## src/sv/lrbg_pkg.sv

```systemverilog
// ----------------------------------------------------------------------------
// lrbg_pkg
// Shared types and constants of the local range and bearing gate.
// ----------------------------------------------------------------------------
package lrbg_pkg;

  localparam int unsigned STAGE_MAX = 24;
  localparam int unsigned CW        = 41;
  localparam int unsigned CFG_IDX_W = 4;
  localparam int unsigned CFG_DATA_W = 32;

  localparam logic [29:0] DEG_Q32      = 30'd764985215;
  localparam logic [15:0] INV_GAIN_Q16 = 16'd39797;
  localparam logic [23:0] RANGE_MAX    = 24'hFFFFFF;
  localparam logic [31:0] HALF_TURN    = 32'h8000_0000;
  localparam logic [31:0] BEARING_RND  = 32'h0000_8000;

  localparam logic [16:0] COS_SCALE_RST   = 17'd65536;
  localparam logic [23:0] RANGE_LIMIT_RST = 24'd16000;

  localparam logic [31:0] ATAN_TURNS [STAGE_MAX] = '{
    32'h20000000, 32'h12E4051E, 32'h09FB385B, 32'h051111D4,
    32'h028B0D43, 32'h0145D7E1, 32'h00A2F61E, 32'h00517C55,
    32'h0028BE53, 32'h00145F2F, 32'h000A2F98, 32'h000517CC,
    32'h00028BE6, 32'h000145F3, 32'h0000A2F9, 32'h0000517D,
    32'h000028BE, 32'h0000145F, 32'h00000A30, 32'h00000518,
    32'h0000028C, 32'h00000146, 32'h000000A3, 32'h00000051
  };

  typedef enum logic [CFG_IDX_W-1:0] {
    CFG_CTR_LAT     = 4'd0,
    CFG_CTR_LON     = 4'd1,
    CFG_COS_SCALE   = 4'd2,
    CFG_RANGE_LIMIT = 4'd3
  } cfg_idx_e;

  typedef struct packed {
    logic signed [30:0] target_lat;
    logic signed [31:0] target_lon;
    logic               target_active;
  } in_item_t;

  typedef struct packed {
    logic [23:0] range_out;
    logic [15:0] bearing_out;
    logic        detected;
  } out_item_t;

  typedef struct packed {
    logic signed [30:0] ctr_lat;
    logic signed [31:0] ctr_lon;
    logic [16:0]        cos_scale;
    logic [23:0]        range_limit;
  } cfg_t;

  typedef struct packed {
    logic signed [CW-1:0] x;
    logic signed [CW-1:0] y;
    logic [31:0]          z;
    logic                 zero;
    logic                 active;
  } cordic_t;

endpackage

```

## src/sv/lrbg_cordic_cell.sv

```systemverilog
// ----------------------------------------------------------------------------
// lrbg_cordic_cell
// One vectoring step of the cordic chain with its own pipeline register.
// ----------------------------------------------------------------------------
module lrbg_cordic_cell #(
  parameter int unsigned STAGE = 0
) (
  input  logic              clk_i,
  input  logic              rst_ni,
  input  logic              valid_i,
  output logic              ready_o,
  input  lrbg_pkg::cordic_t item_i,
  output logic              valid_o,
  input  logic              ready_i,
  output lrbg_pkg::cordic_t item_o
);
  import lrbg_pkg::*;

  logic signed [CW-1:0] x, y, xs, ys;
  cordic_t              nxt, item_q;
  logic                 valid_q;

  assign x  = item_i.x;
  assign y  = item_i.y;
  assign xs = x >>> STAGE;
  assign ys = y >>> STAGE;

  always_comb begin
    nxt = item_i;
    if (!y[CW-1]) begin
      nxt.x = x + ys;
      nxt.y = y - xs;
      nxt.z = item_i.z + ATAN_TURNS[STAGE];
    end else begin
      nxt.x = x - ys;
      nxt.y = y + xs;
      nxt.z = item_i.z - ATAN_TURNS[STAGE];
    end
  end

  assign ready_o = !valid_q || ready_i;
  assign valid_o = valid_q;
  assign item_o  = item_q;

  always_ff @(posedge clk_i or negedge rst_ni) begin
    if (!rst_ni) begin
      valid_q <= 1'b0;
    end else if (ready_o) begin
      valid_q <= valid_i;
    end
  end

  always_ff @(posedge clk_i) begin
    if (ready_o && valid_i) begin
      item_q <= nxt;
    end
  end

endmodule

```

## config.mk

```make
export PLATFORM = sky130hd
export DESIGN_NAME = lrbg_cordic_cell
export DESIGN_NICKNAME = d
export VERILOG_FILES = /design/src/sv/lrbg_pkg.sv /design/src/sv/lrbg_cordic_cell.sv
export SDC_FILE = /design/constraint.sdc
export NUM_CORES = 1
export LEC_CHECK = 0
export BUFFER_PORTS_ARGS = -buffer_cell sky130_fd_sc_hd__buf_2
export CAP_MARGIN = 20
export CORE_MARGIN = 3
export CORE_UTILIZATION = 60
export CTS_CLUSTER_DIAMETER = 30
export DETAILED_ROUTE_END_ITERATION = 7
export PLACE_DENSITY = 0.95
export SLEW_MARGIN = 20
export SYNTH_ARGS = -nofsm -noshare
export SYNTH_HDL_FRONTEND = slang
export SYNTH_SLANG_ARGS = --single-unit
```

## constraint.sdc

```tcl
create_clock -name clk_i -period 7.2 [get_ports clk_i]
set_input_delay 1.08 -clock clk_i [delete_from_list [all_inputs] [get_ports clk_i]]
set_output_delay 1.08 -clock clk_i [all_outputs]
set_load 0.02 [all_outputs]
```

==> impl_metrics.yaml <==
synth:
  ys.flop_type: "edfxtp_1"
  synth_top_family_by_area: "compound AO/OA/AOI/OAI gates"
  ys_warn_count: 0
  synth-simple-area-share_pct: 14.3
  syn_area_per_cell_um2: 8.52
  syn_inst: 1329
  syn_area_mm2: 0.0113
  synthArstFlopShare_pct: 0.862
  ys_ff_latch: 116
  synth_seq_area_share_pct: 30.7
  synth_compound_area_share_pct: 24.9
  synth_edf_count: 115
  synthMuxAreaShare_pct: 1.86
  synthXorXnorAreaFrac_pct: 5.96
  syn_nets: 1589
  synthAdderAreaFrac_pct: 15.7
  yosysUniqueCellTypes: 70
route:
  ant_nets: 0
  wire_per_inst_um: 21.0
  vias: 11437
  drt-initial-drc-count: 1377
  drc: 0
  dr.pass1.iters: 7
  avgViaCountPerCell: 6.45
  wirelength_um: 37200
die:
  rows: 49
  die_height_um: 143
  die_w_um: 143
  start_util_pct: 62.0
  core_area_mm2: 0.0183
  die_area_mm2: 0.0206
  pin_count: 238
critical_path:
  worst_r2r_startpoint: "valid_o$_DFFE_PN0N_"
  arrival_ns: 4.55
  worstReg2RegEnd: "item_o[28]$_DFFE_PP_"
  slowest_delay_ns: 0.70
  crit_fanout: 16
  rrSetupSlack_ns: 4.87
  slowest_stage: "a2111oi_0"
  path_class: "input port to flop"
  reg2reg_depth: 3
  start_kind: "input port"
  cp_cell_sequence: "buf_2, inv_1, ha_1, nor2_1, a2111oi_0, o221ai_1, nand4_1, a31oi_1, a211oi_2, o31ai_1, a311oi_1, xnor2_1"
  setup.worst_path.end_class: "flop"
  cp.required_ns: 7.37
grt:
  antenna_found_initial: 1
  grt-ovfl-total: 0
  grt_pass1_wl_um: 56600
  grt_max_degree: 95
  grt_pass1_vias: 10646
  grt.total_usage_pct: 35.0
final_layout:
  syn_to_final_growth_pct: 16.2
  fillCellCount: 1422
  drive_above_1_share_pct: 18.9
  nets: 1791
  final_cells: 1774
  multi_input_area_mm2: 0.00711
  final_common_cell: "buf_2"
  register_area_mm2: 0.00348
  layout_common_cells: "237 x buf_2, 161 x a21oi_1, 136 x ha_1"
timing:
  finalSetupViolations: 0
  hold_viol: 0
  tns_ns: 0
  max_slew_margin_pct: 29.3
  fin_hold_ws_ns: 0.411
  rsz0062_at_grt: "false"
  skew_ns: 0.0102
  tightest_slew_ns: 1.05
  slew_viol_final: 0
  fin_crit_ns: 4.38
  max_freq_mhz: 228
  fin_crit_sh_pct: 60.9
placement:
  gp_congestion: 1.03
  placedCellCount: 1741
  port_buffers: 237
  dp_hpwl_um: 28600
worst_hold_path:
  hp-class: "input port to async pin"
clock_tree:
  cts_resized: 0
  cts_tree: "yes"
  clock_latency_ns: 0.43
  clockRootBuffer: "clkbuf_16"
  clockBufferDepth: 2
  htreeDepth: 4
  ctsHoldBuffers: 0
  numCtsBuffers: 17
  path_clk_slew_ns: 0.06
  cts.sinks: 116
  cts_setup_buffers: 0
run_status:
  outcome: "complete, no violations"
pwr:
  p_per_area_mw_per_mm2: 203
  ir_drop_v: 0.000163
  p_leak_nw: 5.83
flow_run:
  maxCapViolCount: 0
==> critical path: cells and delay by family <==
| family | cells | cell delay, ns |
|---|---|---|
| buffers and inverters | 2 | 0.16 |
| xor gates and xnor gates | 1 | 0.12 |
| AOI/OAI and AO/OA | 6 | 2.14 |
| and+or+nand+nor | 2 | 0.40 |
| adders and majority gates | 1 | 0.65 |
==> cell usage after synthesis, types with 4 or more instances <==
| cell | count | share of area, % |
|---|---|---|
| fa_1 | 4 | 0.71 |
| mux2i_1 | 21 | 1.9 |
| or2_2 | 4 | 0.22 |
| edfxtp_1 | 115 | 31 |
| a211oi_1 | 23 | 1.5 |
| and3_1 | 7 | 0.39 |
| nand2_1 | 84 | 2.8 |
| nand2b_1 | 12 | 0.66 |
| xor2_1 | 13 | 1.0 |
| inv_1 | 126 | 4.2 |
| o21bai_1 | 25 | 1.7 |
| o221ai_1 | 6 | 0.46 |
| xnor2_1 | 64 | 5.0 |
| a2111oi_0 | 7 | 0.54 |
| nor4_1 | 18 | 0.99 |
| a21o_1 | 22 | 1.5 |
| a21oi_1 | 161 | 7.1 |
| o21ai_1 | 4 | 0.18 |
| o31ai_1 | 15 | 0.99 |
| clkbuf_1 | 30 | 0.99 |
| a31o_2 | 4 | 0.31 |
| nor3_1 | 31 | 1.4 |
| o211ai_1 | 14 | 0.93 |
| buf_2 | 16 | 0.71 |
| or3_1 | 5 | 0.28 |
| a221oi_1 | 6 | 0.46 |
| o21ai_0 | 88 | 3.9 |
| and2_1 | 5 | 0.28 |
| buf_1 | 12 | 0.40 |
| nand3b_1 | 4 | 0.27 |
| a31oi_1 | 14 | 0.77 |
| nor2_1 | 98 | 3.2 |
| nand3_1 | 19 | 0.84 |
| a21boi_0 | 5 | 0.33 |
| nor2b_1 | 15 | 0.83 |
| clkinv_1 | 4 | 0.13 |
| nand4_1 | 27 | 1.5 |
| a211o_1 | 6 | 0.46 |
| o2111ai_1 | 5 | 0.39 |
| ha_1 | 136 | 15 |
| o31a_1 | 4 | 0.31 |
| o21a_1 | 11 | 0.73 |
==> cells by family (layout without fill, tap and decap cells) <==
logic type | Yosys count | count (layout)
simple gates | 338 | 338
flops | 116 | 116
buf+inv | 190 | 405
other cells | 0 | 1
compound gates | 447 | 447
xor+xnor | 77 | 77
mux | 21 | 21
fa+ha+maj | 140 | 140
==> metrics by stage <==
step	setup slack (ns)	cell area [µm²]	power, mW	util [%]
floorplan	2.68	11300	1.51	-
global placement	2.70	12600	1.78	68.9
detailed placement	2.64	12600	1.80	68.9
CTS	3.07	13200	2.64	72.0
global route	2.68	13200	2.77	72.0
finish	2.82	13200	2.67	72.0
==> state kept, by name, summed over array words and instances (netlist names) <==
signal   count
item_o     115
valid_o      1
==> worst max path at each step <==
stage / slack, ns / to / cells after the start / startpoint
after floorplan: 2.68 / item_o[0]$_DFFE_PP_ / 2 / ready_i
after detailed placement: 2.64 / item_o[69]$_DFFE_PP_ / 12 / item_i[51]
after global placement: 2.70 / item_o[69]$_DFFE_PP_ / 12 / item_i[51]
after global routing: 2.68 / item_o[69]$_DFFE_PP_ / 12 / item_i[51]
final: 2.82 / item_o[69]$_DFFE_PP_ / 12 / item_i[51]
after CTS: 3.07 / item_o[69]$_DFFE_PP_ / 12 / item_i[51]
==> where the power goes <==
part           internal, mW  switching, mW
combinational         0.321          0.630
clock                 0.483          0.366
sequential            0.846         0.0209
total                  1.65           1.02
==> final cells by class <==
type,count,share of cell area [%]
multi-input cells,1023,54.0
flip-flops and latches,116,26.4
repair buffers,242,9.30
inverters,131,3.74
clock buffers,17,3.23
well taps,229,2.18
clock inverters,15,1.09
diodes,1,0.0190
==> layer usage <==
metal	vias to the layer above	track usage [%]	wire (µm)
met5	-	0	0
met4	0	13.8	1400
met3	114	7.05	4320
met2	782	55.2	16800
met1	5306	47.6	14700
li1	5235	-	-
Note: power is estimated with default switching activity, not from simulation.
