==> src/sv/lrbg_pkg.sv <==
// ----------------------------------------------------------------------------
// lrbg_pkg
// Shared types and constants of the local range and bearing gate.
// ----------------------------------------------------------------------------
package lrbg_pkg;

  localparam int unsigned STAGE_MAX = 24;
  localparam int unsigned CW        = 41;
  localparam int unsigned CFG_IDX_W = 4;
  localparam int unsigned CFG_DATA_W = 32;

  localparam logic [29:0] DEG_Q32      = 30'd764985215;
  localparam logic [15:0] INV_GAIN_Q16 = 16'd39797;
  localparam logic [23:0] RANGE_MAX    = 24'hFFFFFF;
  localparam logic [31:0] HALF_TURN    = 32'h8000_0000;
  localparam logic [31:0] BEARING_RND  = 32'h0000_8000;

  localparam logic [16:0] COS_SCALE_RST   = 17'd65536;
  localparam logic [23:0] RANGE_LIMIT_RST = 24'd16000;

  localparam logic [31:0] ATAN_TURNS [STAGE_MAX] = '{
    32'h20000000, 32'h12E4051E, 32'h09FB385B, 32'h051111D4,
    32'h028B0D43, 32'h0145D7E1, 32'h00A2F61E, 32'h00517C55,
    32'h0028BE53, 32'h00145F2F, 32'h000A2F98, 32'h000517CC,
    32'h00028BE6, 32'h000145F3, 32'h0000A2F9, 32'h0000517D,
    32'h000028BE, 32'h0000145F, 32'h00000A30, 32'h00000518,
    32'h0000028C, 32'h00000146, 32'h000000A3, 32'h00000051
  };

  typedef enum logic [CFG_IDX_W-1:0] {
    CFG_CTR_LAT     = 4'd0,
    CFG_CTR_LON     = 4'd1,
    CFG_COS_SCALE   = 4'd2,
    CFG_RANGE_LIMIT = 4'd3
  } cfg_idx_e;

  typedef struct packed {
    logic signed [30:0] target_lat;
    logic signed [31:0] target_lon;
    logic               target_active;
  } in_item_t;

  typedef struct packed {
    logic [23:0] range_out;
    logic [15:0] bearing_out;
    logic        detected;
  } out_item_t;

  typedef struct packed {
    logic signed [30:0] ctr_lat;
    logic signed [31:0] ctr_lon;
    logic [16:0]        cos_scale;
    logic [23:0]        range_limit;
  } cfg_t;

  typedef struct packed {
    logic signed [CW-1:0] x;
    logic signed [CW-1:0] y;
    logic [31:0]          z;
    logic                 zero;
    logic                 active;
  } cordic_t;

endpackage

==> src/sv/lrbg_scale.sv <==
// ----------------------------------------------------------------------------
// lrbg_scale
// Front end: offsets from the centre, degree to metre scaling, cosine scaling
// and the start vector of the cordic chain, in five pipeline stages.
// ----------------------------------------------------------------------------
module lrbg_scale (
  input  logic               clk_i,
  input  logic               rst_ni,
  input  lrbg_pkg::cfg_t     cfg_i,
  input  logic               valid_i,
  output logic               ready_o,
  input  lrbg_pkg::in_item_t item_i,
  output logic               valid_o,
  input  logic               ready_i,
  output lrbg_pkg::cordic_t  item_o
);
  import lrbg_pkg::*;

  localparam int unsigned NS = 5;
  localparam logic [63:0] RND24 = 64'd1 << 23;
  localparam logic [54:0] RND16 = 55'd1 << 15;

  logic [NS-1:0] v_q;
  logic [NS-1:0] rdy;
  logic [NS-1:0] v_in;

  assign v_in    = {v_q[NS-2:0], valid_i};
  assign ready_o = rdy[0];
  assign valid_o = v_q[NS-1];

  always_comb begin
    rdy[NS-1] = !v_q[NS-1] || ready_i;
    for (int k = NS - 2; k >= 0; k--) begin
      rdy[k] = !v_q[k] || rdy[k+1];
    end
  end

  always_ff @(posedge clk_i or negedge rst_ni) begin
    if (!rst_ni) begin
      v_q <= '0;
    end else begin
      for (int k = 0; k < NS; k++) begin
        if (rdy[k]) begin
          v_q[k] <= v_in[k];
        end
      end
    end
  end

  // stage 0: offsets and magnitudes
  logic [31:0] dlat, mlat;
  logic [32:0] dlon, mlon;
  logic [31:0] s0_mlat_q;
  logic [32:0] s0_mlon_q;
  logic        s0_slat_q, s0_slon_q, s0_act_q;

  assign dlat = {item_i.target_lat[30], item_i.target_lat}
              - {cfg_i.ctr_lat[30], cfg_i.ctr_lat};
  assign dlon = {item_i.target_lon[31], item_i.target_lon}
              - {cfg_i.ctr_lon[31], cfg_i.ctr_lon};
  assign mlat = dlat[31] ? (32'd0 - dlat) : dlat;
  assign mlon = dlon[32] ? (33'd0 - dlon) : dlon;

  always_ff @(posedge clk_i) begin
    if (rdy[0] && v_in[0]) begin
      s0_mlat_q <= mlat;
      s0_mlon_q <= mlon;
      s0_slat_q <= dlat[31];
      s0_slon_q <= dlon[32];
      s0_act_q  <= item_i.target_active;
    end
  end

  // stage 1: partial products with the degree factor
  logic [45:0] s1_plat_lo_q, s1_plat_hi_q, s1_plon_lo_q;
  logic [46:0] s1_plon_hi_q;
  logic        s1_slat_q, s1_slon_q, s1_act_q;

  always_ff @(posedge clk_i) begin
    if (rdy[1] && v_in[1]) begin
      s1_plat_lo_q <= 46'(s0_mlat_q[15:0]) * 46'(DEG_Q32);
      s1_plat_hi_q <= 46'(s0_mlat_q[31:16]) * 46'(DEG_Q32);
      s1_plon_lo_q <= 46'(s0_mlon_q[15:0]) * 46'(DEG_Q32);
      s1_plon_hi_q <= 47'(s0_mlon_q[32:16]) * 47'(DEG_Q32);
      s1_slat_q    <= s0_slat_q;
      s1_slon_q    <= s0_slon_q;
      s1_act_q     <= s0_act_q;
    end
  end

  // stage 2: sum and round to 4096ths of a metre
  logic [63:0] nsum, esum;
  logic [36:0] s2_nm_q;
  logic [37:0] s2_em_q;
  logic        s2_slat_q, s2_slon_q, s2_act_q;

  assign nsum = {2'd0, s1_plat_hi_q, 16'd0} + {18'd0, s1_plat_lo_q} + RND24;
  assign esum = {1'd0, s1_plon_hi_q, 16'd0} + {18'd0, s1_plon_lo_q} + RND24;

  always_ff @(posedge clk_i) begin
    if (rdy[2] && v_in[2]) begin
      s2_nm_q   <= nsum[60:24];
      s2_em_q   <= esum[61:24];
      s2_slat_q <= s1_slat_q;
      s2_slon_q <= s1_slon_q;
      s2_act_q  <= s1_act_q;
    end
  end

  // stage 3: cosine scaling of east
  logic [54:0] s3_eprod_q;
  logic [36:0] s3_nm_q;
  logic        s3_slat_q, s3_slon_q, s3_act_q;

  always_ff @(posedge clk_i) begin
    if (rdy[3] && v_in[3]) begin
      s3_eprod_q <= 55'(s2_em_q) * 55'(cfg_i.cos_scale);
      s3_nm_q    <= s2_nm_q;
      s3_slat_q  <= s2_slat_q;
      s3_slon_q  <= s2_slon_q;
      s3_act_q   <= s2_act_q;
    end
  end

  // stage 4: signed offsets and start vector
  logic [54:0]          esum2;
  logic [38:0]          em2;
  logic signed [CW-1:0] emag, east_s;
  logic                 neg_half;
  cordic_t              start, s4_q;

  assign esum2    = s3_eprod_q + RND16;
  assign em2      = esum2[54:16];
  assign emag     = {2'd0, em2};
  assign east_s   = s3_slon_q ? -emag : emag;
  assign neg_half = s3_slat_q && (s3_nm_q != '0);

  always_comb begin
    start.x      = {4'd0, s3_nm_q};
    start.y      = neg_half ? -east_s : east_s;
    start.z      = neg_half ? HALF_TURN : '0;
    start.zero   = (s3_nm_q == '0) && (em2 == '0);
    start.active = s3_act_q;
  end

  always_ff @(posedge clk_i) begin
    if (rdy[4] && v_in[4]) begin
      s4_q <= start;
    end
  end

  assign item_o = s4_q;

endmodule

==> config.mk <==
export PLATFORM = sky130hd
export DESIGN_NAME = lrbg_scale
export DESIGN_NICKNAME = d
export VERILOG_FILES = /design/src/sv/lrbg_pkg.sv /design/src/sv/lrbg_scale.sv
export SDC_FILE = /design/constraint.sdc
export NUM_CORES = 2
export LEC_CHECK = 0
export BUFFER_PORTS_ARGS = -buffer_cell sky130_fd_sc_hd__buf_2
export CAP_MARGIN = 20
export CORE_UTILIZATION = 30
export DETAILED_ROUTE_END_ITERATION = 10
export PLACE_DENSITY = 0.56
export SLEW_MARGIN = 20
export SYNTH_ARGS = -nofsm -noshare
export SYNTH_HDL_FRONTEND = slang
export SYNTH_SLANG_ARGS = --single-unit
==> constraint.sdc <==
create_clock -name clk_i -period 9.98 [get_ports clk_i]
set_clock_uncertainty 0.1 [all_clocks]
set_input_delay 0.998 -clock clk_i [delete_from_list [all_inputs] [get_ports clk_i]]
set_output_delay 0.998 -clock clk_i [all_outputs]
set_load 0.005 [all_outputs]
==> impl_results.md <==
- Row count: 186
- TritonCTS Buffers: 60
- FF+latch count, synth: 466
- Max Slew Vio Count: 0
- WL met3: 9564 µm
- FF+latch area: 13970 µm²
- Buffers on Ports: 230
- RSZ-0062 raised after global routing: false
- Die X: 510.6 µm
- Via count of the routed design: 51499
- Highest Clock Rate: 117.9 MHz
- Main flop type after synthesis: edfxtp_1
- All-Layer GR Usage: 0.1492
- Post-route ant nets: 0
- Wirelength per Cell: 16.94 µm
- CTS resizes: 0
- Vias in the first global route: 55406
- Met2 Wirelength: 89460 µm
- Post-synthesis mux area share: 0.001209
- Commonest non-fill, non-tap cells in the layout: inv_1 (1980), fa_1 (1332), ha_1 (936), nand2_1 (641), edfxtp_1 (461)
- Worst relative slew slack: 0.2591
- Antenna violations before repair: 9
- Final WL: 192400 µm
- # setup viols final: 0
- Tcrit/Tclk final: 0.8500
- Seq/Total Area, Yosys: 0.1800
- Xor-xnor portion of the synthesized cell area: 0.04955
- Critical Path RT: 10.25 ns
- Most common cell after layout, fill and taps aside: inv_1
- DRC viols: 0
- Sink Count: 466
- GR Overflow Total: 0
- Synth Area in Simple Gates: 0.09911
- Synth Area in Adders: 0.4946
- Layout area overhead: 8.934%
- Cell area after synthesis: 77590 µm²
- Worst hold-check path type: flop to flop
- Final setup TNS: 0 ns
- GP Congestion: 0.9089
- Gate count of the mapped netlist: 7758
- Period minus WS final: 8.483 ns
- Multi-input logic area: 55440 µm²
- WS Path Type: flop to flop
- Core area: 256900 µm²
- H-tree level count: 2
- Top Ports: 290
- Largest net degree at the start of global routing: 70
- Worst Max-Slew Pin Slew: 1.111 ns
- Number of synthesized flops with an enable pin: 461
- Nets: 10356
- Clk root buf: clkbuf_16
- Dpl hpwl: 159400 µm
- Maximum clock path buffer count: 3
- Crit path DAT: 8.75 ns
- Reg-to-reg setup timing slack: 1.50 ns
- Initial core utilization: 0.3020
- Top routing layer in use: met5
- Worst-Skew Late Latency: 0.72 ns
- Clk slew on worst S/H paths: 0.06 ns
- Drt pass-1 iters: 8
- Met1 Wirelength: 89250 µm
- Synth Area in Compound Gates: 0.06816
- Post-synth cell types: 98
- Routed vias/inst: 4.535
- Die ar.: 260700 µm²
- Maxcap violations: 0
- Status: complete, no violations
- TritonCTS clock tree: built
- Die H: 510.6 µm
- CP startpoint kind: flop
- Fillers: 26319
- Final Hold Viols: 0
- Share of cells above drive strength 1: 0.05398
- Synth Warn #: 0
- First-pass GRT wire length: 305000 µm
- Initial drt markers: 2609
- CP max FO: 6
- Asr flop ratio synth: 0.01073
- Crit. End Element: flop
- Dominant combinational cell family by area after synthesis: adder cells
- Synthesized area per cell: 10.00 µm²
==> area by class of cell <==
cell class                      instances  area share
Tap cell                             3384     0.05009
Clock buffer                           69     0.01842
Clock inverter                         43    0.006114
Multi-Input combinational cell       5150      0.6560
Antenna cell                            6   0.0001776
Inverter                             1982     0.08802
Sequential cell                       466      0.1653
Timing Repair Buffer                  256     0.01596
==> kinds of logic after synthesis <==
kind of cell,after synthesis
AO/OA/AOI/OAI,812
XOR/XNOR,439
adder cells (fa/ha/maj),2268
buffers and inverters,2176
flip-flops,466
multiplexers,9
other,1
AND/OR/NAND/NOR,1587
==> per-layer routing <==
metal,global-route usage,vias to the layer above
li1,-,24580
met1,0.2054,25565
met2,0.2486,1121
met3,0.01758,231
met4,0.03620,2
met5,0,-
==> cell usage after synthesis, types with 9 or more instances <==
cell | instances | area share
nor4_1 | 21 | 0.0017
xnor2_1 | 311 | 0.035
and3_1 | 44 | 0.0035
or3_1 | 20 | 0.0016
nor2b_1 | 47 | 0.0038
a31o_2 | 15 | 0.0017
nor2_1 | 245 | 0.012
xor2_1 | 128 | 0.014
nand3_1 | 73 | 0.0047
and2_1 | 216 | 0.017
a31oi_1 | 26 | 0.0021
ha_1 | 936 | 0.15
a2111o_1 | 10 | 0.0015
edfxtp_1 | 461 | 0.18
nand4_1 | 47 | 0.0038
or4_1 | 9 | 0.00087
nand2b_1 | 41 | 0.0033
fa_1 | 1332 | 0.34
a21boi_0 | 9 | 0.00087
a211oi_1 | 26 | 0.0025
a221oi_1 | 9 | 0.0010
o21a_1 | 54 | 0.0052
nor3_1 | 93 | 0.0060
buf_4 | 37 | 0.0036
a21oi_1 | 235 | 0.015
o31ai_1 | 34 | 0.0033
o21ai_1 | 10 | 0.00065
inv_1 | 1980 | 0.096
and4_1 | 18 | 0.0020
a21o_1 | 101 | 0.0098
o21bai_1 | 29 | 0.0028
o211ai_1 | 16 | 0.0015
or2_2 | 26 | 0.0021
o41ai_1 | 12 | 0.0014
nand2_1 | 641 | 0.031
clkbuf_1 | 143 | 0.0069
o21ai_0 | 151 | 0.0097
==> registers in the layout (all words and copies together), names as in the netlist, 5 cells and up <==
signal and flops:
s0_mlat_q 32, s2_em_q 38, item_o 81, s1_plat_hi_q 45, s2_nm_q 37, v_q 5, s3_nm_q 37, s1_plat_lo_q 30
s1_plon_lo_q 30, s3_eprod_q 40, s1_plon_hi_q 46, s0_mlon_q 33
==> metrics by stage <==
step             util  worst slack (ns)  instance area [µm²]  instances  hold WS [ns]
2_1_floorplan       -             2.329                77720       7792        0.3003
3_3_place_gp   0.3208             1.187                82420      11237        0.3015
3_5_place_dp   0.3208             1.032                82420      11237        0.3045
4_1_cts        0.3289             1.500                84510      11350        0.2454
5_1_grt        0.3289            0.9151                84510      11351        0.2474
6_report       0.3290             1.497                84520      11356        0.2520
==> repair_timing <==
item                                   in CTS  in global routing
hold buffers                                1                  0
endpoints found under the hold margin       5                  0
buffers inserted                            0                  0
==> worst max-delay path: stages, from the launching register on <==
cell and delay [ns]:
edfxtp_1 0.62, fa_1 0.83, inv_1 0.20, fa_1 0.66
inv_1 0.09, fa_1 0.51, fa_1 0.57, inv_1 0.07
fa_1 0.51, fa_1 0.54, inv_1 0.04, ha_1 0.35
a21o_1 0.21, a21o_1 0.17, a21oi_1 0.29, nand2_1 0.08
nor3_1 0.28, a2111oi_0 0.22, nor3_1 0.38, o21ai_0 0.23
a2111oi_0 0.71, o41ai_1 0.18, a21oi_1 0.20, xnor2_1 0.10
==> worst paths after layout <==
kind / from / end / depth (start not counted)
max: s0_mlon_q[30] / s1_plon_hi_q[43] / 23
min: s2_nm_q[1] / s3_nm_q[1] / 0
max reg2reg: s0_mlon_q[30] / s1_plon_hi_q[43] / 23
min reg2reg: s2_nm_q[1] / s3_nm_q[1] / 0
max in group asynchronous: rst_ni / v_q[2] / 2
min in group asynchronous: rst_ni / v_q[4] / 2
Power is not shown: default switching activity piles up to over one toggle a cycle in this logic, so the estimate is an artifact.
